`src/idll_pkg.sv`:
```
`timescale 1ns / 1ps

package idll_pkg;

	localparam int IDLL_NODES = 64;

	localparam int REQ_W       = 2;
	localparam int NODE_W      = 6;
	localparam int LEN_W       = 7;
	localparam int LEN_CAP     = 127;

	typedef enum logic [REQ_W-1:0] {
		REQ_LINK   = 2'd0,
		REQ_UNLINK = 2'd1,
		REQ_COUNT  = 2'd2,
		REQ_NONE   = 2'd3
	} req_t;

	typedef enum logic [5:0] {
		ST_CLEAR = 6'b000001,
		ST_IDLE  = 6'b000010,
		ST_UL1   = 6'b000100,
		ST_UL2   = 6'b001000,
		ST_WALK  = 6'b010000,
		ST_DONE  = 6'b100000
	} state_t;

endpackage

```
`src/indexed_doubly_linked_list.sv`:
```
// Link: tables written in the accept cycle. Unlink: read, splice, clear.
// Count: the result follows a forward and a backward walk, each visiting at most NODES nodes,
//   and waits while the result slot is full; one table read per visited node.
// Throughput: one request at a time; in_ready is high only when the sequencer is idle.
// Reset: arst_n clears control state, then a clearing pass writes every table entry empty,
//   one entry per cycle, with in_ready low.
`timescale 1ns / 1ps

module indexed_doubly_linked_list
	import idll_pkg::*;
#(
	parameter int NODES = IDLL_NODES
) (
	input  logic              clk,
	input  logic              arst_n,
	input  logic              in_valid,
	output logic              in_ready,
	input  logic [REQ_W-1:0]  req_type,
	input  logic [NODE_W-1:0] node_a,
	input  logic [NODE_W-1:0] node_b,
	output logic              out_valid,
	input  logic              out_ready,
	output logic [LEN_W-1:0]  chain_length,
	output logic              walk_overflow
);

	localparam int IW      = $clog2(NODES);
	localparam int CW      = $clog2(NODES + 1);
	localparam int LW      = CW + 1;
	localparam int LEN_MAX = (NODES < LEN_CAP) ? NODES : LEN_CAP;

	typedef logic [IW-1:0] idx_t;
	typedef logic [CW-1:0] cnt_t;

	typedef struct packed {
		logic ok;
		idx_t to;
	} link_t;

	link_t  nxt_mem [NODES];
	link_t  prv_mem [NODES];
	link_t  nxt_rd_q, prv_rd_q;

	state_t state_q;
	idx_t   clr_q;
	idx_t   a_q;
	logic   dir_q;
	logic   over_q;
	cnt_t   cnt_q;
	cnt_t   fwd_q;

	logic   out_valid_q;
	logic [LEN_W-1:0] chain_length_q;
	logic   walk_overflow_q;

	logic   in_acc;
	req_t   req;
	logic   a_in_range, b_in_range;
	idx_t   rd_addr;
	logic   nxt_we, prv_we;
	idx_t   nxt_wa, prv_wa;
	link_t  nxt_wd, prv_wd;
	link_t  walk_e;
	logic   at_bound;
	logic   slot_free;
	logic [LW-1:0] len_sum;
	logic [LW-1:0] len_sat;

	assign in_ready   = (state_q == ST_IDLE);
	assign in_acc     = in_valid && in_ready;
	assign req        = req_t'(req_type);
	assign a_in_range = (32'(node_a) < NODES);
	assign b_in_range = (32'(node_b) < NODES);
	assign walk_e     = dir_q ? prv_rd_q : nxt_rd_q;
	assign at_bound   = (cnt_q >= cnt_t'(NODES));
	assign slot_free  = !out_valid_q || out_ready;
	assign len_sum    = LW'(fwd_q) + LW'(cnt_q) - LW'(1);
	assign len_sat    = (len_sum > LW'(LEN_MAX)) ? LW'(LEN_MAX) : len_sum;

	// read address: request node in idle (except for count requests), else follow the link being walked
	always_comb begin
		rd_addr = '0;
		unique case (state_q)
			ST_IDLE: begin
				if (req != REQ_COUNT)
					rd_addr = idx_t'(node_a);
			end
			ST_WALK: begin
				if (walk_e.ok && !at_bound)
					rd_addr = walk_e.to;
			end
			ST_CLEAR, ST_UL1, ST_UL2, ST_DONE: rd_addr = '0;
			default: rd_addr = '0;
		endcase
	end

	always_comb begin
		nxt_we = 1'b0;
		nxt_wa = '0;
		nxt_wd = '0;
		prv_we = 1'b0;
		prv_wa = '0;
		prv_wd = '0;
		unique case (state_q)
			ST_CLEAR: begin
				nxt_we = 1'b1;
				nxt_wa = clr_q;
				prv_we = 1'b1;
				prv_wa = clr_q;
			end
			ST_IDLE: begin
				if (in_acc && req == REQ_LINK && a_in_range && b_in_range) begin
					nxt_we = 1'b1;
					nxt_wa = idx_t'(node_a);
					nxt_wd = '{ok: 1'b1, to: idx_t'(node_b)};
					prv_we = 1'b1;
					prv_wa = idx_t'(node_b);
					prv_wd = '{ok: 1'b1, to: idx_t'(node_a)};
				end
			end
			ST_UL1: begin
				// splice: neighbors take over the removed node's links
				prv_we = nxt_rd_q.ok;
				prv_wa = nxt_rd_q.to;
				prv_wd = prv_rd_q;
				nxt_we = prv_rd_q.ok;
				nxt_wa = prv_rd_q.to;
				nxt_wd = nxt_rd_q;
			end
			ST_UL2: begin
				nxt_we = 1'b1;
				nxt_wa = a_q;
				prv_we = 1'b1;
				prv_wa = a_q;
			end
			ST_WALK, ST_DONE: begin
			end
			default: begin
			end
		endcase
	end

	always_ff @(posedge clk) begin
		if (nxt_we)
			nxt_mem[nxt_wa] <= nxt_wd;
		if (prv_we)
			prv_mem[prv_wa] <= prv_wd;
		nxt_rd_q <= nxt_mem[rd_addr];
		prv_rd_q <= prv_mem[rd_addr];
	end

	always_ff @(posedge clk or negedge arst_n) begin
		if (!arst_n) begin
			state_q <= ST_CLEAR;
			clr_q   <= '0;
			dir_q   <= 1'b0;
			over_q  <= 1'b0;
			cnt_q   <= '0;
			fwd_q   <= '0;
			a_q     <= '0;
		end else begin
			unique case (state_q)
				ST_CLEAR: begin
					clr_q <= clr_q + idx_t'(1);
					if (clr_q == idx_t'(NODES - 1))
						state_q <= ST_IDLE;
				end
				ST_IDLE: begin
					if (in_acc) begin
						a_q    <= idx_t'(node_a);
						dir_q  <= 1'b0;
						over_q <= 1'b0;
						cnt_q  <= cnt_t'(1);
						if (req == REQ_UNLINK && a_in_range)
							state_q <= ST_UL1;
						else if (req == REQ_COUNT)
							state_q <= ST_WALK;
					end
				end
				ST_UL1: state_q <= ST_UL2;
				ST_UL2: state_q <= ST_IDLE;
				ST_WALK: begin
					if (walk_e.ok && !at_bound) begin
						cnt_q <= cnt_q + cnt_t'(1);
					end else begin
						if (walk_e.ok)
							over_q <= 1'b1;
						if (!dir_q) begin
							fwd_q <= cnt_q;
							cnt_q <= cnt_t'(1);
							dir_q <= 1'b1;
						end else begin
							state_q <= ST_DONE;
						end
					end
				end
				ST_DONE: begin
					if (slot_free)
						state_q <= ST_IDLE;
				end
				default: state_q <= ST_IDLE;
			endcase
		end
	end

	// result register
	always_ff @(posedge clk or negedge arst_n) begin
		if (!arst_n) begin
			out_valid_q <= 1'b0;
		end else if (state_q == ST_DONE && slot_free) begin
			out_valid_q <= 1'b1;
		end else if (out_ready) begin
			out_valid_q <= 1'b0;
		end
	end

	always_ff @(posedge clk) begin
		if (state_q == ST_DONE && slot_free) begin
			chain_length_q  <= LEN_W'(len_sat);
			walk_overflow_q <= over_q;
		end
	end

	assign out_valid     = out_valid_q;
	assign chain_length  = chain_length_q;
	assign walk_overflow = walk_overflow_q;

	a_result_from_done: assert property (@(posedge clk) disable iff (!arst_n)
		$rose(out_valid_q) |-> $past(state_q == ST_DONE))
		else $error("result beat raised outside the done state");

	a_walk_bounded: assert property (@(posedge clk) disable iff (!arst_n)
		(state_q == ST_WALK) |-> (cnt_q <= cnt_t'(NODES)) && (cnt_q != '0))
		else $error("walk counter out of bounds");

	a_unlink_seq: assert property (@(posedge clk) disable iff (!arst_n)
		(in_acc && req == REQ_UNLINK && a_in_range) |=> (state_q == ST_UL1) ##1
		(state_q == ST_UL2) ##1 (state_q == ST_IDLE))
		else $error("unlink sequence broken");

	a_result_held: assert property (@(posedge clk) disable iff (!arst_n)
		(state_q == ST_DONE && !slot_free) |=> (state_q == ST_DONE))
		else $error("count finished while result slot occupied");

endmodule
```
`config.mk`:
```
export PLATFORM = sky130hd
export DESIGN_NAME = indexed_doubly_linked_list
export DESIGN_NICKNAME = d
export VERILOG_FILES = /design/src/idll_pkg.sv /design/src/indexed_doubly_linked_list.sv
export SDC_FILE = /design/constraint.sdc
export NUM_CORES = 1
export LEC_CHECK = 0
export BUFFER_PORTS_ARGS = -buffer_cell sky130_fd_sc_hd__buf_2
export CAP_MARGIN = 15
export CELL_PAD_IN_SITES_DETAIL_PLACEMENT = 0
export CELL_PAD_IN_SITES_GLOBAL_PLACEMENT = 1
export CORE_ASPECT_RATIO = 1.25
export CORE_MARGIN = 4
export CORE_UTILIZATION = 53
export DETAILED_ROUTE_END_ITERATION = 8
export GPL_ROUTABILITY_DRIVEN = 0
export PLACE_DENSITY = 0.86
export SYNTH_ARGS = -nofsm -noshare
export SYNTH_HDL_FRONTEND = slang
export SYNTH_SLANG_ARGS = --single-unit
```
`constraint.sdc`:
```
create_clock -name clk -period 4.72 [get_ports clk]
set_clock_uncertainty 0.05 [all_clocks]
set_input_delay 0.708 -clock clk [delete_from_list [all_inputs] [get_ports clk]]
set_output_delay 0.708 -clock clk [all_outputs]
set_load 0.01 [all_outputs]
```
==> results of run 1 <==
placed cells by master, fill, tap and decap left out, types with 17 or more instances in the layout:
master | netlist | layout
a22oi_1 | 22 | 22
and3_1 | 37 | 37
buf_12 | 0 | 17
nand3_1 | 257 | 257
clkbuf_16 | 0 | 87
a21oi_1 | 80 | 78
nand2_1 | 560 | 559
o21ai_0 | 111 | 111
a31oi_1 | 57 | 57
dfrtp_1 | 34 | 34
a211oi_1 | 60 | 60
mux2i_1 | 101 | 101
o211ai_1 | 19 | 19
buf_4 | 15 | 63
nand4_1 | 23 | 23
nor2_1 | 308 | 306
buf_2 | 73 | 27
edfxtp_1 | 904 | 904
clkinv_2 | 0 | 19
inv_1 | 32 | 32
cell families (layout without fill, tap and decap cells):
kind of cell	count (synthesis)	in the layout	synth area share
multiplexers	119	119	0.0341
AO/OA/AOI/OAI	457	457	0.0752
adder cells (fa/ha/maj)	16	16	0.00530
flip-flops	953	953	0.722
XOR/XNOR	10	10	0.00223
buffers and inverters	210	296	0.0254
AND/OR/NAND/NOR	1245	1245	0.136
per-stage QoR:
step	cells	total power, mW	hold slack, ns
final	4056	24.6	0.107
after global routing	4056	25.6	0.163
after CTS	4056	24.6	0.0896
after detailed placement	3899	17.7	0.406
after global placement	3899	17.5	0.389
after floorplan	3010	14.9	0.362
power breakdown:
group          switching (mW)  leakage, nW  total (mW)  internal, mW
Combinational            5.40         4.68        7.83          2.43
Clock                    3.07         1.38        6.97          3.90
Sequential              0.200         8.89        9.85          9.65
registers in the layout (all words and copies together), names as in the netlist:
| register | cells |
|---|---|
| dir_q | 1 |
| clr_q | 6 |
| chain_length | 7 |
| fwd_q | 7 |
| prv_rd_q | 7 |
| nxt_rd_q | 7 |
| a_q | 6 |
| out_valid | 1 |
| walk_overflow | 1 |
| over_q | 1 |
| state_q | 6 |
| nxt_mem | 448 |
| prv_mem | 448 |
| cnt_q | 7 |
final timing paths:
path | slack [ns] | endpoint | start
max | 0.51 | nxt_rd_q[6]$_DFF_P_ | state_q[3]$_DFFE_PN0P_
min | 0.11 | clr_q[2]$_DFFE_PN0N_ | arst_n
max reg2reg | 0.51 | nxt_rd_q[6]$_DFF_P_ | state_q[3]$_DFFE_PN0P_
min reg2reg | 0.42 | walk_overflow$_DFFE_PP_ | over_q$_DFFE_PN0P_
max in group asynchronous | 3.97 | cnt_q[4]$_DFFE_PN0P_ | arst_n
min in group clk | 0.33 | out_valid$_DFFE_PN0P_ | out_ready
routing by layer:
layer / up-vias / track usage / part of all wire
li1: 11200 / - / -
met1: 12700 / 0.364 / 0.38
met2: 1679 / 0.415 / 0.47
met3: 274 / 0.0461 / 0.11
met4: 0 / 0.114 / 0.045
met5: - / 0 / 0
area by class of cell:
class | count | area, µm²
inverters | 32 | 120
repair buffers | 107 | 948
flip-flops and latches | 953 | 28300
fillers | 5510 | 29900
multi-input cells | 1847 | 10000
clock buffers | 109 | 2330
clock inverters | 48 | 459
well taps | 960 | 1200
synth_stat cells (13+ instances only):
cell type | n | area share
and3_1 | 37 | 0.0059
nand3_1 | 257 | 0.033
o211ai_1 | 19 | 0.0036
dfrtp_1 | 34 | 0.022
edfxtp_1 | 904 | 0.69
a21o_1 | 13 | 0.0025
a31oi_1 | 57 | 0.0091
a21oi_1 | 80 | 0.010
mux2i_1 | 101 | 0.026
a22oi_1 | 22 | 0.0042
nand4_1 | 23 | 0.0037
o21ai_0 | 111 | 0.014
nor2_1 | 308 | 0.029
buf_2 | 73 | 0.0093
inv_1 | 32 | 0.0031
buf_4 | 15 | 0.0029
clkbuf_1 | 72 | 0.0069
a22o_1 | 14 | 0.0031
a211oi_1 | 60 | 0.011
nand2_1 | 560 | 0.054
o22ai_1 | 13 | 0.0021
ha_1 | 15 | 0.0048
dfxtp_1 | 14 | 0.0071
==> impl_metrics.ini, run 1 <==
[hold_path]
hp-class = input port to asynchronous set/reset pin

[yosys]
netlist_instances = 3010
synth_area_um2 = 39200
ys_seq_area_frac = 0.722
ys_warn_count = 0
ys_seq_elements = 953
avgSynthCellArea_um2 = 13.0
synthArstFlopShare = 0.0367
synth_edf_count = 904
synth_cell_type_count = 69
synth_nets = 3044
synth_flop_cell = edfxtp_1

[power_and_ir_drop]
ir_drop_uv = 430
p_leak_nw = 14.9
p_per_area_nw_per_um2 = 568

[clocking]
cts_buffers = 86
path_clk_slew_ns = 0.06
cts.sinks = 953
clock_latency_ns = 0.68
cts_setup_buffers = 0
ctsResizeCount = 0
cts_root_buf = clkbuf_16
cts_buffer_depth = 3
holdBufCountCts = 0
tritoncts = yes
h-tree-depth = 3

[setup_path]
crit_fanout = 59
cp.arrival_ns = 4.68
critical_path_class = flip-flop to flip-flop
cp-end-kind = flip-flop
crit_required_ns = 5.19
path_cells = or4_1 -> or4_4 -> and2_4 -> buf_12 -> buf_4 -> nor2_1 -> o21ai_0 -> a21oi_1 -> nor3_1 -> a311oi_1 -> o211ai_1
reg2regPathDepth = 11
cp_top_family = simple AND/OR/NAND/NOR gates
cp_slowest_stage_delay_ns = 0.83
crit_path_start_kind = flip-flop
crit_buf_inv = 2
path_depth = 11
cp_slowest_cell = or4_4

[floorplanning]
initial_core_util = 0.535
io_pins = 28
rows = 111
fp.dieH_um = 312
dieArea_um2 = 78500
die_x_um = 251
core-area_um2 = 73300

[final_layout]
syn_to_final_growth_pct = 10.6
design_area_um2 = 43400
final_layout_size_suffix_gt1_frac = 0.0953
final_nets = 3061
diodes = 0
final_core_util = 0.592

[timing]
post-route-period-util = 0.891
slew_viol_final = 0
hold_viol = 0
grt_setup_unrepaired = false
worst_slack_ns = 0.512
fin_setup_tns_ns = 0
tightestPinTransition_ns = 0.931
fin_crit_ns = 4.21
setup_viol = 0
maxSlewHeadroom = 0.377
max_freq_ghz = 0.238

[placed_design]
io_buffers = 27
dpl_worst_slack_ns = 0.574
place_hpwl_mm = 64.2
place_area_um2 = 40600

[drt]
wirelength_mm = 105
first_pass_iters = 7
postRouteAntennaNets = 0
drtIter0Drc = 3743
post_drt_wl_per_cell_um = 25.8
remaining_drc_errors = 0
via_per_inst = 6.36
route.vias.total = 25800

[global_route]
grt_remaining_overflow = 0
grt_pass1_wl_mm = 157
antenna_found_initial = 0
first_global_vias = 25000
grt_use_total = 0.263
grt_max_degree = 95

[run_status]
status = finished, final reports clean

[flow_run]
cap_violations = 0
Note: power is estimated with default switching activity, not from simulation.
==> run 2: changes to the inputs <==
--- a/config.mk
+++ b/config.mk
@@ -14,7 +14,8 @@
 export CORE_UTILIZATION = 53
 export DETAILED_ROUTE_END_ITERATION = 8
 export GPL_ROUTABILITY_DRIVEN = 0
-export PLACE_DENSITY = 0.86
+export HOLD_SLACK_MARGIN = 0.12
+export PLACE_DENSITY_LB_ADDON = 0.08
 export SYNTH_ARGS = -nofsm -noshare
 export SYNTH_HDL_FRONTEND = slang
 export SYNTH_SLANG_ARGS = --single-unit
==> run 2 against run 1 <==
Net effect: register-to-register slack got worse by 0.20 ns; global-route usage increased by 2.0 points; wire length increased by 7.1%; clock power increased by 4.3%; sequential share of layout area decreased by 1.7 points.
==> impl_metrics.ini, run 2 (synthesis results as in run 1) <==
[run_status]
status = finished, final reports clean

[setup_path]
rr_endpoint = prv_rd_q[0]$_DFF_P_
r2r-start = state_q[3]$_DFFE_PN0P_
crit_path_start = state_q[3]$_DFFE_PN0P_
reg2reg_slack_ns = 0.31
cp_slowest_cell = or4_4
crit_path_start_kind = flip-flop
cp-endpoint = prv_rd_q[0]$_DFF_P_
critical_path_class = flip-flop to flip-flop
cp_slowest_stage_delay_ns = 0.84
crit_fanout = 43
reg2regPathDepth = 10
cp-end-kind = flip-flop
crit_required_ns = 5.22
path_cells = or4_1 -> or4_4 -> and2_4 -> buf_12 -> nand2_1 -> nand3_1 -> and3_1 -> o21ai_0 -> a31oi_1 -> a211o_1
cp.arrival_ns = 4.91

[floorplanning]
fp.dieH_um = 312
die_x_um = 251
io_pins = 28
initial_core_util = 0.535
core-area_um2 = 73300
dieArea_um2 = 78500
rows = 111

[timing]
max_freq_ghz = 0.227
fin_setup_tns_ns = 0
post-route-period-util = 0.935
tightestPinTransition_ns = 1.07
slew_viol_final = 0
maxSlewHeadroom = 0.290
fin_crit_ns = 4.41
setup_viol = 0
hold_viol = 0
grt_setup_unrepaired = false

[final_layout]
most-common-layout-cells = edfxtp_1, nand2_1, nor2_1, nand3_1, buf_4
final_common_cell = edfxtp_1
final_layout_size_suffix_gt1_frac = 0.136
reg_top3 = nxt_mem: 448 flops, prv_mem: 448 flops
seqCellArea_um2 = 28300
n_fill_cell = 5753
final_nets = 3204
instances_no_fill = 4207
multi_input_area_um2 = 10000
final_core_util = 0.608
syn_to_final_growth_pct = 13.6
diodes = 0

[drt]
remaining_drc_errors = 0
dr_wl_met2_mm = 55.9
route.vias.total = 25600
route.met3.wl_mm = 7.41
wirelength_mm = 112
wl_met1_mm = 44.3
postRouteAntennaNets = 0
via_per_inst = 6.09
drtIter0Drc = 2768
post_drt_wl_per_cell_um = 26.6
first_pass_iters = 6
top_layer = met4

[flow_run]
cap_violations = 0

[placed_design]
dpl.cell_count = 4033
io_buffers = 27
place_hpwl_mm = 71.3

[clocking]
cts_root_buf = clkbuf_16
clock_latency_ns = 0.67
h-tree-depth = 3
cts.sinks = 953
cts_setup_buffers = 0
cts_buffers = 92
holdBufCountCts = 0
ctsResizeCount = 0
cts_buffer_depth = 3
tritoncts = yes
path_clk_slew_ns = 0.06

[hold_path]
hp-class = input port to asynchronous set/reset pin

[power_and_ir_drop]
ir_drop_uv = 453
p_leak_nw = 15.7
power_mw = 25.1
p_per_area_nw_per_um2 = 563

[global_route]
grt_remaining_overflow = 0
first_global_vias = 25200
antenna_found_initial = 0
grt_max_degree = 80
grt_use_total = 0.283
grt_pass1_wl_mm = 166
## run 2: cell type report
type,count,area share
inverter,32,0.00270
clock inverter,57,0.0104
timing repair buffer,244,0.0432
multi-input combinational,1847,0.225
tap,960,0.0270
clock buffer,114,0.0565
sequential,953,0.635
## run 2: through the flow
stage | worst slack (ns) | instance area (µm²) | hold slack (ns)
floorplan | 0.527 | 39200 | 0.362
global placement | 0.252 | 41500 | 0.427
detailed placement | 0.233 | 41500 | 0.441
CTS | 0.204 | 44500 | 0.124
global route | 0.239 | 44600 | 0.171
finish | 0.309 | 44600 | 0.124
## run 2: power by group
group | internal [mW] | total [mW] | switching [mW]
registers | 9.65 | 9.84 | 0.190
logic | 2.46 | 7.98 | 5.52
clock network | 4.12 | 7.27 | 3.15
total | 16.2 | 25.1 | 8.86
## run 2: layer usage
layer,global-route usage,vias to the layer above
met5,0,-
met4,0.113,0
met3,0.0398,220
met2,0.478,1071
met1,0.373,12900
li1,-,11500
## run 2: worst min path at each step
stage | end | slack [ns] | cells past startpoint
after floorplan | a_q[0]$_DFFE_PN0P_ | 0.36 | 0
after global placement | walk_overflow$_DFFE_PP_ | 0.43 | 0
after detailed placement | walk_overflow$_DFFE_PP_ | 0.44 | 0
after CTS | a_q[0]$_DFFE_PN0P_ | 0.12 | 1
after global routing | a_q[0]$_DFFE_PN0P_ | 0.17 | 1
final | a_q[5]$_DFFE_PN0P_ | 0.12 | 1
## run 2: critical path: cells and delay by family (launching register included)
family	cells	cell delay [ns]
flip-flops	1	0.44
buffers and inverters	1	0.25
AO/OA/AOI/OAI	3	1.17
AND/OR/NAND/NOR	6	2.33
